$ cat src/rtl/joystick_gesture_event_decoder_core_assert.svh
// ---------------------------------------------------------------------------
// joystick gesture event decoder assertion macros
// implication and next-cycle checks with synchronous reset disable
// ---------------------------------------------------------------------------
`ifndef JOYSTICK_GESTURE_EVENT_DECODER_CORE_ASSERT_SVH
`define JOYSTICK_GESTURE_EVENT_DECODER_CORE_ASSERT_SVH

// same-cycle implication
`define JGED_ASSERT_IMPLY(lbl, clk, rst, ante, cons, msg) \
   lbl: assert property (@(posedge clk) disable iff (rst) (ante) |-> (cons)) else $error(msg);

// next-cycle implication
`define JGED_ASSERT_NEXT(lbl, clk, rst, ante, cons, msg) \
   lbl: assert property (@(posedge clk) disable iff (rst) (ante) |=> (cons)) else $error(msg);

`endif

$ cat src/rtl/jged_pkg.sv
// ---------------------------------------------------------------------------
// jged_pkg
// shared constants, event codes and transfer types of the gesture decoder
// ---------------------------------------------------------------------------
package jged_pkg;

   localparam int SAMPLE_BITS_DEF = 12;
   localparam int PCT_W           = 7;
   localparam int LONG_W          = 16;
   localparam int CSR_DATA_W      = 16;
   localparam int TIME_W          = 32;
   localparam int CODE_W          = 4;
   localparam int DIR_W           = 3;
   localparam int PCT_SCALE       = 100;

   localparam logic [PCT_W-1:0]  DEADZONE_PCT_RST = 7'd10;
   localparam logic [LONG_W-1:0] LONG_PRESS_RST   = 16'd1000;

   // register indexes
   localparam logic CSR_DEADZONE   = 1'b0;
   localparam logic CSR_LONG_PRESS = 1'b1;

   // request kinds
   localparam logic REQ_POLL = 1'b0;
   localparam logic REQ_READ = 1'b1;

   // directions
   localparam logic [DIR_W-1:0] DIR_NONE  = 3'd0;
   localparam logic [DIR_W-1:0] DIR_UP    = 3'd1;
   localparam logic [DIR_W-1:0] DIR_DOWN  = 3'd2;
   localparam logic [DIR_W-1:0] DIR_LEFT  = 3'd3;
   localparam logic [DIR_W-1:0] DIR_RIGHT = 3'd4;

   // event codes
   localparam logic [CODE_W-1:0] EV_NONE         = 4'd0;
   localparam logic [CODE_W-1:0] EV_SELECT       = 4'd5;
   localparam logic [CODE_W-1:0] EV_BACK         = 4'd6;
   localparam logic [CODE_W-1:0] EV_GESTURE_BASE = 4'd6;
   localparam logic [CODE_W-1:0] EV_LAST         = 4'd10;

   typedef struct packed {
      logic              is_read;
      logic              pressed;
      logic [TIME_W-1:0] now;
      logic [DIR_W-1:0]  dir;
   } step_type;

   typedef struct packed {
      logic [CODE_W-1:0] event_code;
      logic              button_held;
   } result_type;

endpackage

$ cat src/rtl/jged_dir.sv
// ---------------------------------------------------------------------------
// jged_dir
// centers both samples, applies the deadzone and picks the dominant axis
// ---------------------------------------------------------------------------
module jged_dir import jged_pkg::*; #(
   parameter int SAMPLE_BITS = SAMPLE_BITS_DEF
) (
   input  logic [SAMPLE_BITS-1:0]       x_sample,
   input  logic [SAMPLE_BITS-1:0]       y_sample,
   input  logic [SAMPLE_BITS+PCT_W-1:0] dz_scaled,   // full scale times percent
   output logic [DIR_W-1:0]             dir
);

   localparam int PROD_W = SAMPLE_BITS + PCT_W;
   localparam logic [SAMPLE_BITS-1:0] HALF = SAMPLE_BITS'(1) << (SAMPLE_BITS - 1);

   logic                   x_neg;
   logic                   y_neg;
   logic [SAMPLE_BITS-1:0] ax;
   logic [SAMPLE_BITS-1:0] ay;
   logic [PROD_W-1:0]      ax_scaled;
   logic [PROD_W-1:0]      ay_scaled;

   assign x_neg = ~x_sample[SAMPLE_BITS-1];
   assign y_neg = ~y_sample[SAMPLE_BITS-1];
   assign ax = x_neg ? HALF - x_sample : {1'b0, x_sample[SAMPLE_BITS-2:0]};
   assign ay = y_neg ? HALF - y_sample : {1'b0, y_sample[SAMPLE_BITS-2:0]};

   // offset <= floor(full * pct / 100) is the same as 100 * offset <= full * pct
   assign ax_scaled = PROD_W'(ax) * PROD_W'(PCT_SCALE);
   assign ay_scaled = PROD_W'(ay) * PROD_W'(PCT_SCALE);

   always_comb begin
      if (ax_scaled <= dz_scaled && ay_scaled <= dz_scaled) begin
         dir = DIR_NONE;
      end else if (ax > ay) begin
         dir = x_neg ? DIR_LEFT : DIR_RIGHT;
      end else begin
         dir = y_neg ? DIR_UP : DIR_DOWN;
      end
   end

endmodule

$ cat src/rtl/jged_state.sv
// ---------------------------------------------------------------------------
// jged_state
// press tracking, gesture capture and pending event register
// ---------------------------------------------------------------------------
module jged_state import jged_pkg::*; (
   input  logic              clock,
   input  logic              reset,
   input  logic              step_en,
   input  step_type          step,
   input  logic [LONG_W-1:0] long_press_ms,
   output result_type        result
);

`include "joystick_gesture_event_decoder_core_assert.svh"

   logic              button_was_down_ff, button_was_down_in;
   logic [TIME_W-1:0] press_start_ff, press_start_in;
   logic              gesture_armed_ff, gesture_armed_in;
   logic [DIR_W-1:0]  gesture_dir_ff, gesture_dir_in;
   logic [CODE_W-1:0] pending_ff, pending_in;
   logic [TIME_W-1:0] held_for;
   logic              rise;
   logic              fall;

   assign rise     = step.pressed & ~button_was_down_ff;
   assign fall     = ~step.pressed & button_was_down_ff;
   assign held_for = step.now - press_start_ff;

   always_comb begin
      button_was_down_in = button_was_down_ff;
      press_start_in     = press_start_ff;
      gesture_armed_in   = gesture_armed_ff;
      gesture_dir_in     = gesture_dir_ff;
      pending_in         = pending_ff;
      if (step.is_read == REQ_READ) begin
         pending_in = EV_NONE;
      end else begin
         if (rise) begin
            press_start_in   = step.now;
            gesture_armed_in = 1'b1;
            gesture_dir_in   = DIR_NONE;
         end
         if (step.pressed && gesture_armed_in && step.dir != DIR_NONE) begin
            gesture_dir_in = step.dir;
         end
         if (fall) begin
            if (gesture_dir_ff != DIR_NONE) begin
               pending_in = EV_GESTURE_BASE + CODE_W'(gesture_dir_ff);
            end else if (held_for >= TIME_W'(long_press_ms)) begin
               pending_in = EV_BACK;
            end else begin
               pending_in = EV_SELECT;
            end
            gesture_armed_in = 1'b0;
            gesture_dir_in   = DIR_NONE;
         end
         button_was_down_in = step.pressed;
         if (!step.pressed && step.dir != DIR_NONE) begin
            pending_in = CODE_W'(step.dir);
         end
      end
   end

   always_comb begin
      if (step.is_read == REQ_READ) begin
         result.event_code  = pending_ff;
         result.button_held = button_was_down_ff;
      end else begin
         result.event_code  = EV_NONE;
         result.button_held = step.pressed;
      end
   end

   always_ff @(posedge clock) begin
      if (reset) begin
         button_was_down_ff <= 1'b0;
         press_start_ff     <= '0;
         gesture_armed_ff   <= 1'b0;
         gesture_dir_ff     <= DIR_NONE;
         pending_ff         <= EV_NONE;
      end else if (step_en) begin
         button_was_down_ff <= button_was_down_in;
         press_start_ff     <= press_start_in;
         gesture_armed_ff   <= gesture_armed_in;
         gesture_dir_ff     <= gesture_dir_in;
         pending_ff         <= pending_in;
      end
   end

   `JGED_ASSERT_IMPLY(a_armed_tracks_button, clock, reset, 1'b1,
      gesture_armed_ff == button_was_down_ff, "gesture armed out of step with button")
   `JGED_ASSERT_IMPLY(a_dir_only_while_held, clock, reset, !button_was_down_ff,
      gesture_dir_ff == DIR_NONE, "gesture direction kept while released")
   `JGED_ASSERT_IMPLY(a_pending_in_range, clock, reset, 1'b1,
      pending_ff <= EV_LAST, "pending event code out of range")
   `JGED_ASSERT_NEXT(a_read_clears, clock, reset, step_en && step.is_read == REQ_READ,
      pending_ff == EV_NONE, "pending event not cleared by read")

endmodule

$ cat src/rtl/joystick_gesture_event_decoder_core.sv
// path: a taken request is held in the request register, its result in the response register
// throughput: one transaction per cycle while responses are taken, set by the
//   single-pass step between the request register and the response register
// reset: synchronous, active high; clears handshake and decoder state, deadzone to
//   ten percent and long press to 1000 ms
// ---------------------------------------------------------------------------
// joystick_gesture_event_decoder_core
// joystick poll and event read stream with gesture, select and back detection
// ---------------------------------------------------------------------------
module joystick_gesture_event_decoder_core import jged_pkg::*; #(
   parameter int SAMPLE_BITS = SAMPLE_BITS_DEF
) (
   input  logic                  clock,
   input  logic                  reset,
   input  logic                  req_tvalid,
   output logic                  req_tready,
   // x_sample, y_sample, button_down, time_ms, zero fill
   input  logic [((2*SAMPLE_BITS+TIME_W+1+7)/8)*8-1:0] req_tdata,
   // req_type
   input  logic                  req_tuser,
   output logic                  rsp_tvalid,
   input  logic                  rsp_tready,
   // event_code, button_held, zero fill
   output logic [7:0]            rsp_tdata,
   input  logic                  csr_we,
   input  logic                  csr_index,
   input  logic [CSR_DATA_W-1:0] csr_wdata
);

   localparam int PROD_W  = SAMPLE_BITS + PCT_W;
   localparam int Y_LO    = SAMPLE_BITS;
   localparam int BTN_BIT = 2 * SAMPLE_BITS;
   localparam int TIME_LO = 2 * SAMPLE_BITS + 1;
   localparam logic [SAMPLE_BITS-1:0] FULL_SCALE = '1;
   localparam logic [PROD_W-1:0] DZ_SCALED_RST =
      PROD_W'(FULL_SCALE) * PROD_W'(DEADZONE_PCT_RST);

   logic                   req_vld_ff, req_vld_in;
   logic                   req_type_ff;
   logic [SAMPLE_BITS-1:0] x_ff;
   logic [SAMPLE_BITS-1:0] y_ff;
   logic                   btn_ff;
   logic [TIME_W-1:0]      time_ff;
   logic                   rsp_vld_ff, rsp_vld_in;
   result_type             rsp_ff;
   logic [PROD_W-1:0]      dz_scaled_ff, dz_scaled_in;
   logic [LONG_W-1:0]      long_press_ff, long_press_in;
   logic                   advance;
   logic                   req_take;
   logic [DIR_W-1:0]       dir;
   step_type               step;
   result_type             result;

   assign advance    = req_vld_ff & (~rsp_vld_ff | rsp_tready);
   assign req_tready = ~req_vld_ff | advance;
   assign req_take   = req_tvalid & req_tready;
   assign req_vld_in = req_take | (req_vld_ff & ~advance);
   assign rsp_vld_in = advance | (rsp_vld_ff & ~rsp_tready);

   always_comb begin
      dz_scaled_in  = dz_scaled_ff;
      long_press_in = long_press_ff;
      if (csr_we) begin
         case (csr_index)
            CSR_DEADZONE: dz_scaled_in = PROD_W'(FULL_SCALE) * PROD_W'(csr_wdata[PCT_W-1:0]);
            CSR_LONG_PRESS: long_press_in = csr_wdata[LONG_W-1:0];
            default: dz_scaled_in = dz_scaled_ff;
         endcase
      end
   end

   jged_dir #(
      .SAMPLE_BITS(SAMPLE_BITS)
   ) u_dir (
      .x_sample  (x_ff),
      .y_sample  (y_ff),
      .dz_scaled (dz_scaled_ff),
      .dir       (dir)
   );

   assign step.is_read = req_type_ff;
   assign step.pressed = btn_ff;
   assign step.now     = time_ff;
   assign step.dir     = dir;

   jged_state u_state (
      .clock         (clock),
      .reset         (reset),
      .step_en       (advance),
      .step          (step),
      .long_press_ms (long_press_ff),
      .result        (result)
   );

   always_ff @(posedge clock) begin
      if (reset) begin
         req_vld_ff    <= 1'b0;
         rsp_vld_ff    <= 1'b0;
         dz_scaled_ff  <= DZ_SCALED_RST;
         long_press_ff <= LONG_PRESS_RST;
      end else begin
         req_vld_ff    <= req_vld_in;
         rsp_vld_ff    <= rsp_vld_in;
         dz_scaled_ff  <= dz_scaled_in;
         long_press_ff <= long_press_in;
      end
   end

   always_ff @(posedge clock) begin
      if (req_take) begin
         req_type_ff <= req_tuser;
         x_ff        <= req_tdata[SAMPLE_BITS-1:0];
         y_ff        <= req_tdata[Y_LO +: SAMPLE_BITS];
         btn_ff      <= req_tdata[BTN_BIT];
         time_ff     <= req_tdata[TIME_LO +: TIME_W];
      end
      if (advance) begin
         rsp_ff <= result;
      end
   end

   assign rsp_tvalid = rsp_vld_ff;
   assign rsp_tdata  = {3'b000, rsp_ff.button_held, rsp_ff.event_code};

endmodule

$ cat config.mk
export PLATFORM = sky130hd
export DESIGN_NAME = joystick_gesture_event_decoder_core
export DESIGN_NICKNAME = d
export VERILOG_FILES = /design/src/rtl/jged_pkg.sv /design/src/rtl/jged_dir.sv /design/src/rtl/jged_state.sv /design/src/rtl/joystick_gesture_event_decoder_core.sv
export VERILOG_INCLUDE_DIRS = /design/src /design/src/rtl
export SDC_FILE = /design/constraint.sdc
export NUM_CORES = 1
export LEC_CHECK = 0
export ABC_AREA = 0
export CAP_MARGIN = 20
export CORE_UTILIZATION = 55
export DETAILED_ROUTE_END_ITERATION = 6
export DONT_BUFFER_PORTS = 1
export PLACE_DENSITY = 0.7
export SLEW_MARGIN = 20
export SYNTH_ARGS = -nofsm -noshare
export SYNTH_HDL_FRONTEND = slang
export SYNTH_SLANG_ARGS = --single-unit
$ cat constraint.sdc
create_clock -name clock -period 7.75 [get_ports clock]
set_input_delay 0.3875 -clock clock [delete_from_list [all_inputs] [get_ports clock]]
set_output_delay 0.3875 -clock clock [all_outputs]
set_load 0.02 [all_outputs]
# == After elaboration in Yosys (flattened, before gate mapping) ==
# Index checks and enable logic that the tools add are counted.
# classes
add_sub_neg,4
n_mul,3
n_lt_le_gt_ge,4
muxes,18
bitwise_logic,18
reduce_logical,15
# ops
op,n
less-or-equal comparator 19 bit,2
multiplier 12 x 5 -> 17 bit (second input constant),2
>= comparator 32 x 16 -> 1 bit,1
subtractor 32 bit,1
two-way mux 12 bit,2
subtractor 12 bit (first input constant),2
multiplier 12 x 7 -> 19 bit (first input constant),1
two-way mux 3 bit,6
two-way mux 4 bit,4
greater-than comparator 12 bit,1
nonzero test 3 bit,4
NOT 1 bit,8
AND reduction 2 bit,4
AND 1 bit,6
AND reduction 3 bit,2
adder 3 x 3 -> 4 bit (first input constant),1
logical AND 1 bit,4
two-way mux 1 bit,4
two-way mux 2 bit,2
OR 1 bit,4
logical NOT 1 bit,1
# totals
ff_bits,141
input_bits,87
out_inout_bits,10
wordCells,78

# == Depth between registers and ports, before layout ==
# depth
ltp_word,10
depth_mapped,29

# == Hierarchy ==
# From an unflattened synthesis, not the netlist that was laid out.
# unflattened
cells_unflattened,1472
area_unflattened_um2,12738.5
# by_module_without_submodules
module,n_inst,cells_each,area_each_um2,seq_area_each_um2
joystick_gesture_event_decoder_core,1,400,4810.9,2632.5
jged_state,1,585,4047.6,820.8
jged_dir,1,487,3880.0,0.0

# == Least setup slack after synthesis ==
# Ideal clock, no wire load.
# synth_timing
path_kind,register -> register
from,register x_ff[0]
to,register u_state.pending_ff[0]
setup_time_ps,128
t_arrival_ps,5978
required_ps,7622
path_slack_ps,1644
path_stages_with_launch,30
path_buffers,0
synth_period_minus_slack_ps,6106
path_cell_list,edfxtp_1 > inv_1 > ha_1 > or3b_1 > a221oi_2 > inv_1 > ha_1 > ha_1 > inv_1 > fa_1 > inv_1 > ha_1 > a21oi_1 > o21bai_1 > a21oi_1 > nor2b_1 > o21a_1 > o31a_1 > o41ai_1 > xnor2_1 > ha_1 > nand4_1 > nor3_1 > o21ai_0 > a31oi_1 > nor4_1 > a21oi_1 > nor2_1 > a2111oi_0 > nor2_1
# synth_via
elab_chain_len,10
elab_cells_between_ends,14
classes_between,add/sub (1); mul (1); order compare (2); mux (5); reduce/logical (5)
# synth_rtl
item,line_no,rtl
from (decl),joystick_gesture_event_decoder_core.sv:40,logic [SAMPLE_BITS-1:0] x_ff;
from (signal assigned),joystick_gesture_event_decoder_core.sv:112,x_ff <= req_tdata[SAMPLE_BITS-1:0];
subtractor 12 bit,jged_dir.sv:26,"assign ax = x_neg ? HALF - x_sample : {1'b0, x_sample[SAMPLE_BITS-2:0]};"
two-way mux 12 bit (*),jged_dir.sv:26,
multiplier 12 x 5 -> 17 bit,jged_dir.sv:30,assign ax_scaled = PROD_W'(ax) * PROD_W'(PCT_SCALE);
less-or-equal comparator 19 bit,jged_dir.sv:34,if (ax_scaled <= dz_scaled && ay_scaled <= dz_scaled) begin
logical AND 1 bit,jged_dir.sv:34,
two-way mux 3 bit (*),jged_dir.sv:34,
nonzero test 3 bit,jged_state.sv:58,if (!step.pressed && step.dir != DIR_NONE) begin
logical AND 1 bit,jged_state.sv:58,
nonzero test 3 bit (no source line) / two-way mux 4 bit (equally long branches),--,
AND reduction 2 bit (no source line) / two-way mux 4 bit (equally long branches),--,
to (signal assigned),jged_state.sv:86,pending_ff <= pending_in;
to (decl),jged_state.sv:20,"logic [CODE_W-1:0] pending_ff, pending_in;"
# Mark *: on every way between the ends. The rest lies on a longest branch, timed or not.
# A chain may end at the register's enable or synchronous reset.

# == Final worst setup path ==
# Ends and elaborated chain as after synthesis.

==> out/metrics.cfg <==
[status]
outcome = finished clean

[clocking]
clock_sinks = 141
cts_tree = built
ctsLongestPathBuffers = 2
cts_buffers = 17
cts_resized = 0
cts.clk_slew.worst_paths_ns = 0.07
ctsRootBufferMaster = sky130_fd_sc_hd__clkbuf_16
clk-insertion-delay-late_ns = 0.43
total_setup_buffers_inserted_after_cts = 0
cts_max_level = 4
cts-hold-fix-buffers = 0

[min_path]
whs_path_depth = 1
hp-class = in2reg
hp-start = reset
hold_end = dz_scaled_ff[14]

[setup_path]
critPathMaxFanout = 5
cp-start-kind = flip-flop
worst_ep_required_time_ns = 8.06
timing.rr.end = u_state.pending_ff[0]
delay_contributed_by_the_slowest_stage_of_the_critical_path_ns = 0.51
startpoint_of_the_worst_setup_timing_path = x_ff[0]
r2r_start = x_ff[0]
setup_slack_of_the_most_critical_reg_to_reg_path_ns = 0.74
crit_top_cell = sky130_fd_sc_hd__ha_1
worst_ep_arrival_time_ns = 7.32
critPathCaptureType = flip-flop
timing_worst_setup_path_type = reg2reg
timing.critical_path.slowest_stage_cell = sky130_fd_sc_hd__edfxtp_1
worst_r2r_path_depth = 29

[timing]
postLayoutSetupSlackWorst_ns = 0.742
timing.final.crit_share_pct = 90.4
timing.final.max_slew_violations = 0
rsz0062_at_grt = false
totalNegativeSetupSlack_ns = 0
setup_violation_total_in_the_final_timing_report = 0
fmaxAchievable_mhz = 143
tightest_slew_ns = 0.960
min_period_ns = 7.01
max_slew_margin_pct = 34.3
final-hold-violation-count = 0
worst_clock_skew_ns = 0.0103
fin_hold_ws_ns = 0.0388

[detailed_routing]
routed_wire_length_per_instance_um = 15.9
final_antenna_net_count = 0
remaining_drc_errors = 0
routed_wl_um = 27500
route.vias.total = 10000
drt_first_pass_iters = 5
detail_route.vias_per_cell = 5.79
dr.first_iter.drc_count = 681

[synth]
syn-instance-count = 1447
synthArstFlopShare_pct = 0
synthesis.yosys.warnings = 0
dominantRegCellSynth = sky130_fd_sc_hd__dfxtp_1
synthDominantCellAreaShare_pct = 20.5
synthDistinctLibCells = 81
synth_enable_flop_cells = 63
proportion_of_synthesized_chip_area_in_sequential_cells_pct = 27.2
syn_avg_cell_area_sq_um = 8.77
synth.largest_area_cell = sky130_fd_sc_hd__ha_1
synth_seq_cells = 141
netlist_top_cells_area = sky130_fd_sc_hd__ha_1 21%, sky130_fd_sc_hd__edfxtp_1 15%, sky130_fd_sc_hd__dfxtp_1 12%, sky130_fd_sc_hd__fa_1 5.5%, sky130_fd_sc_hd__inv_1 5.5%
post_synth_instance_area_sq_um = 12700

[power]
total_power_after_layout_uw = 3610
static-leakage-power_uw = 0.00600
cellPowerDensity_nw_per_um2 = 267
ir_drop_mv = 0.154

[global_routing]
track_usage_pct = 23.6
maximum_number_of_pins_on_one_net_before_global_route_repair = 85
grt-ovfl-total = 0
grt_first_pass_wirelength_um = 45000
grt_antenna_before_repair = 3
number_of_global_route_vias_before_repair = 9266

[placed_design]
dp_slack_ns = 0.796
io_buffer_count = 0
gp_congestion = 0.882
detailed_place_hpwl_um = 21500

[floorplanning]
die_width_um = 154
rows = 55
die_h_um = 154
coreArea_sq_um = 22600
io_pins = 97
die_area_sq_um = 23700
start_util_pct = 56.1

[cells_and_area]
layout_commonest_cell = sky130_fd_sc_hd__ha_1
finalNetCount = 1759
layout.area.seq_sq_um = 3450
syn2layout_area_growth_pct = 6.63
filler_cell_count = 2007
multiInputGateArea_sq_um = 8370
final_layout_size_suffix_gt1_share_pct = 3.95
final_core_util_pct = 59.8
layout_common_cells = 208 x sky130_fd_sc_hd__ha_1, 186 x sky130_fd_sc_hd__inv_1, 154 x sky130_fd_sc_hd__nand2_1

[job]
max_cap_violations = 0

## per-layer routing
layer	wire length [um]	GRT usage, %	vias to the layer above
met5	0	0	-
met4	319	5.90	0
li1	-	-	5063
met2	12000	36.9	235
met3	1510	4.57	19
met1	13700	33.4	4697
## report_power, final
group | switching (uW) | leakage (uW) | total [uW] | internal, uW
Combinational | 1070 | 0.00445 | 1920 | 853
Clock | 381 | 0.000297 | 818 | 438
Sequential | 38.9 | 0.00125 | 873 | 835
Total | 1490 | 0.00600 | 3610 | 2120
## area by class of cell
type	instances	share of cell area, %
antenna	3	0.0555
inverter	186	5.16
timing repair buffer	5	0.277
tap	285	2.64
multi-input combinational	1078	61.8
sequential	141	25.5
clock inverter	15	1.38
clock buffer	17	3.14
## worst max path at each step
stage	end	slack, ns	cells past startpoint
global placement	u_state.pending_ff[0]	0.86	29
CTS	u_state.pending_ff[0]	0.76	29
global route	u_state.pending_ff[0]	0.29	29
detailed placement	u_state.pending_ff[0]	0.80	29
floorplan	u_state.pending_ff[0]	1.64	29
finish	u_state.pending_ff[0]	0.74	29
## cell families after synthesis
family,after synthesis,share of synthesized area (%)
and+or+nand+nor,403,15.5
adders and majority gates,244,26.1
DFF,141,27.2
buffers and inverters,230,6.97
muxes,11,0.877
xor gates and xnor gates,82,5.98
AOI/OAI and AO/OA,335,17.3
other,1,0.0295
## synthesized netlist by cell type, types with 5 or more instances
cell type	n
sky130_fd_sc_hd__a31oi_1	14
sky130_fd_sc_hd__nor2b_1	19
sky130_fd_sc_hd__nor4_1	8
sky130_fd_sc_hd__clkbuf_1	36
sky130_fd_sc_hd__o211ai_1	8
sky130_fd_sc_hd__o21a_1	20
sky130_fd_sc_hd__or3_1	8
sky130_fd_sc_hd__a211oi_1	10
sky130_fd_sc_hd__o21bai_1	9
sky130_fd_sc_hd__o22ai_1	5
sky130_fd_sc_hd__o41ai_1	6
sky130_fd_sc_hd__nand2b_1	9
sky130_fd_sc_hd__a21o_1	37
sky130_fd_sc_hd__and2_1	16
sky130_fd_sc_hd__ha_1	208
sky130_fd_sc_hd__nand4_1	20
sky130_fd_sc_hd__and4_1	6
sky130_fd_sc_hd__nor3_1	27
sky130_fd_sc_hd__nor2_1	79
sky130_fd_sc_hd__xnor2_1	55
sky130_fd_sc_hd__and3_1	8
sky130_fd_sc_hd__nand2_1	154
sky130_fd_sc_hd__or4_1	8
sky130_fd_sc_hd__o31a_1	10
sky130_fd_sc_hd__o21ai_0	34
sky130_fd_sc_hd__fa_1	35
sky130_fd_sc_hd__a21oi_1	122
sky130_fd_sc_hd__a211o_1	16
sky130_fd_sc_hd__inv_1	186
sky130_fd_sc_hd__mux2i_1	10
sky130_fd_sc_hd__xor2_1	23
sky130_fd_sc_hd__edfxtp_1	63
sky130_fd_sc_hd__a2111oi_0	6
sky130_fd_sc_hd__nand3b_1	6
sky130_fd_sc_hd__dfxtp_1	78
sky130_fd_sc_hd__nand3_1	18
## per-stage QoR
stage	area [sq um]	cells
6_report	13500	1730
2_1_floorplan	12700	1449
4_1_cts	13500	1727
5_1_grt	13500	1728
3_5_place_dp	12900	1695
3_3_place_gp	12900	1695
## registers in the layout, summed over array words and instances (netlist names), 3 cells and up
| name | flops |
|---|---|
| u_state.pending_ff | 4 |
| y_ff | 12 |
| x_ff | 12 |
| dz_scaled_ff | 19 |
| u_state.press_start_ff | 32 |
| u_state.gesture_dir_ff | 3 |
| rsp_tdata | 5 |
| long_press_ff | 16 |
| time_ff | 32 |
## worst max-delay path: cells and delay by family, from the launching register on
| kind | cells | cell delay [ns] |
|---|---|---|
| compound gates | 11 | 2.85 |
| fa+ha+maj | 6 | 1.88 |
| simple gates | 7 | 1.16 |
| flops | 1 | 0.51 |
| buf+inv | 4 | 0.35 |
| xor+xnor | 1 | 0.16 |
(Power assumes the default switching activity.)
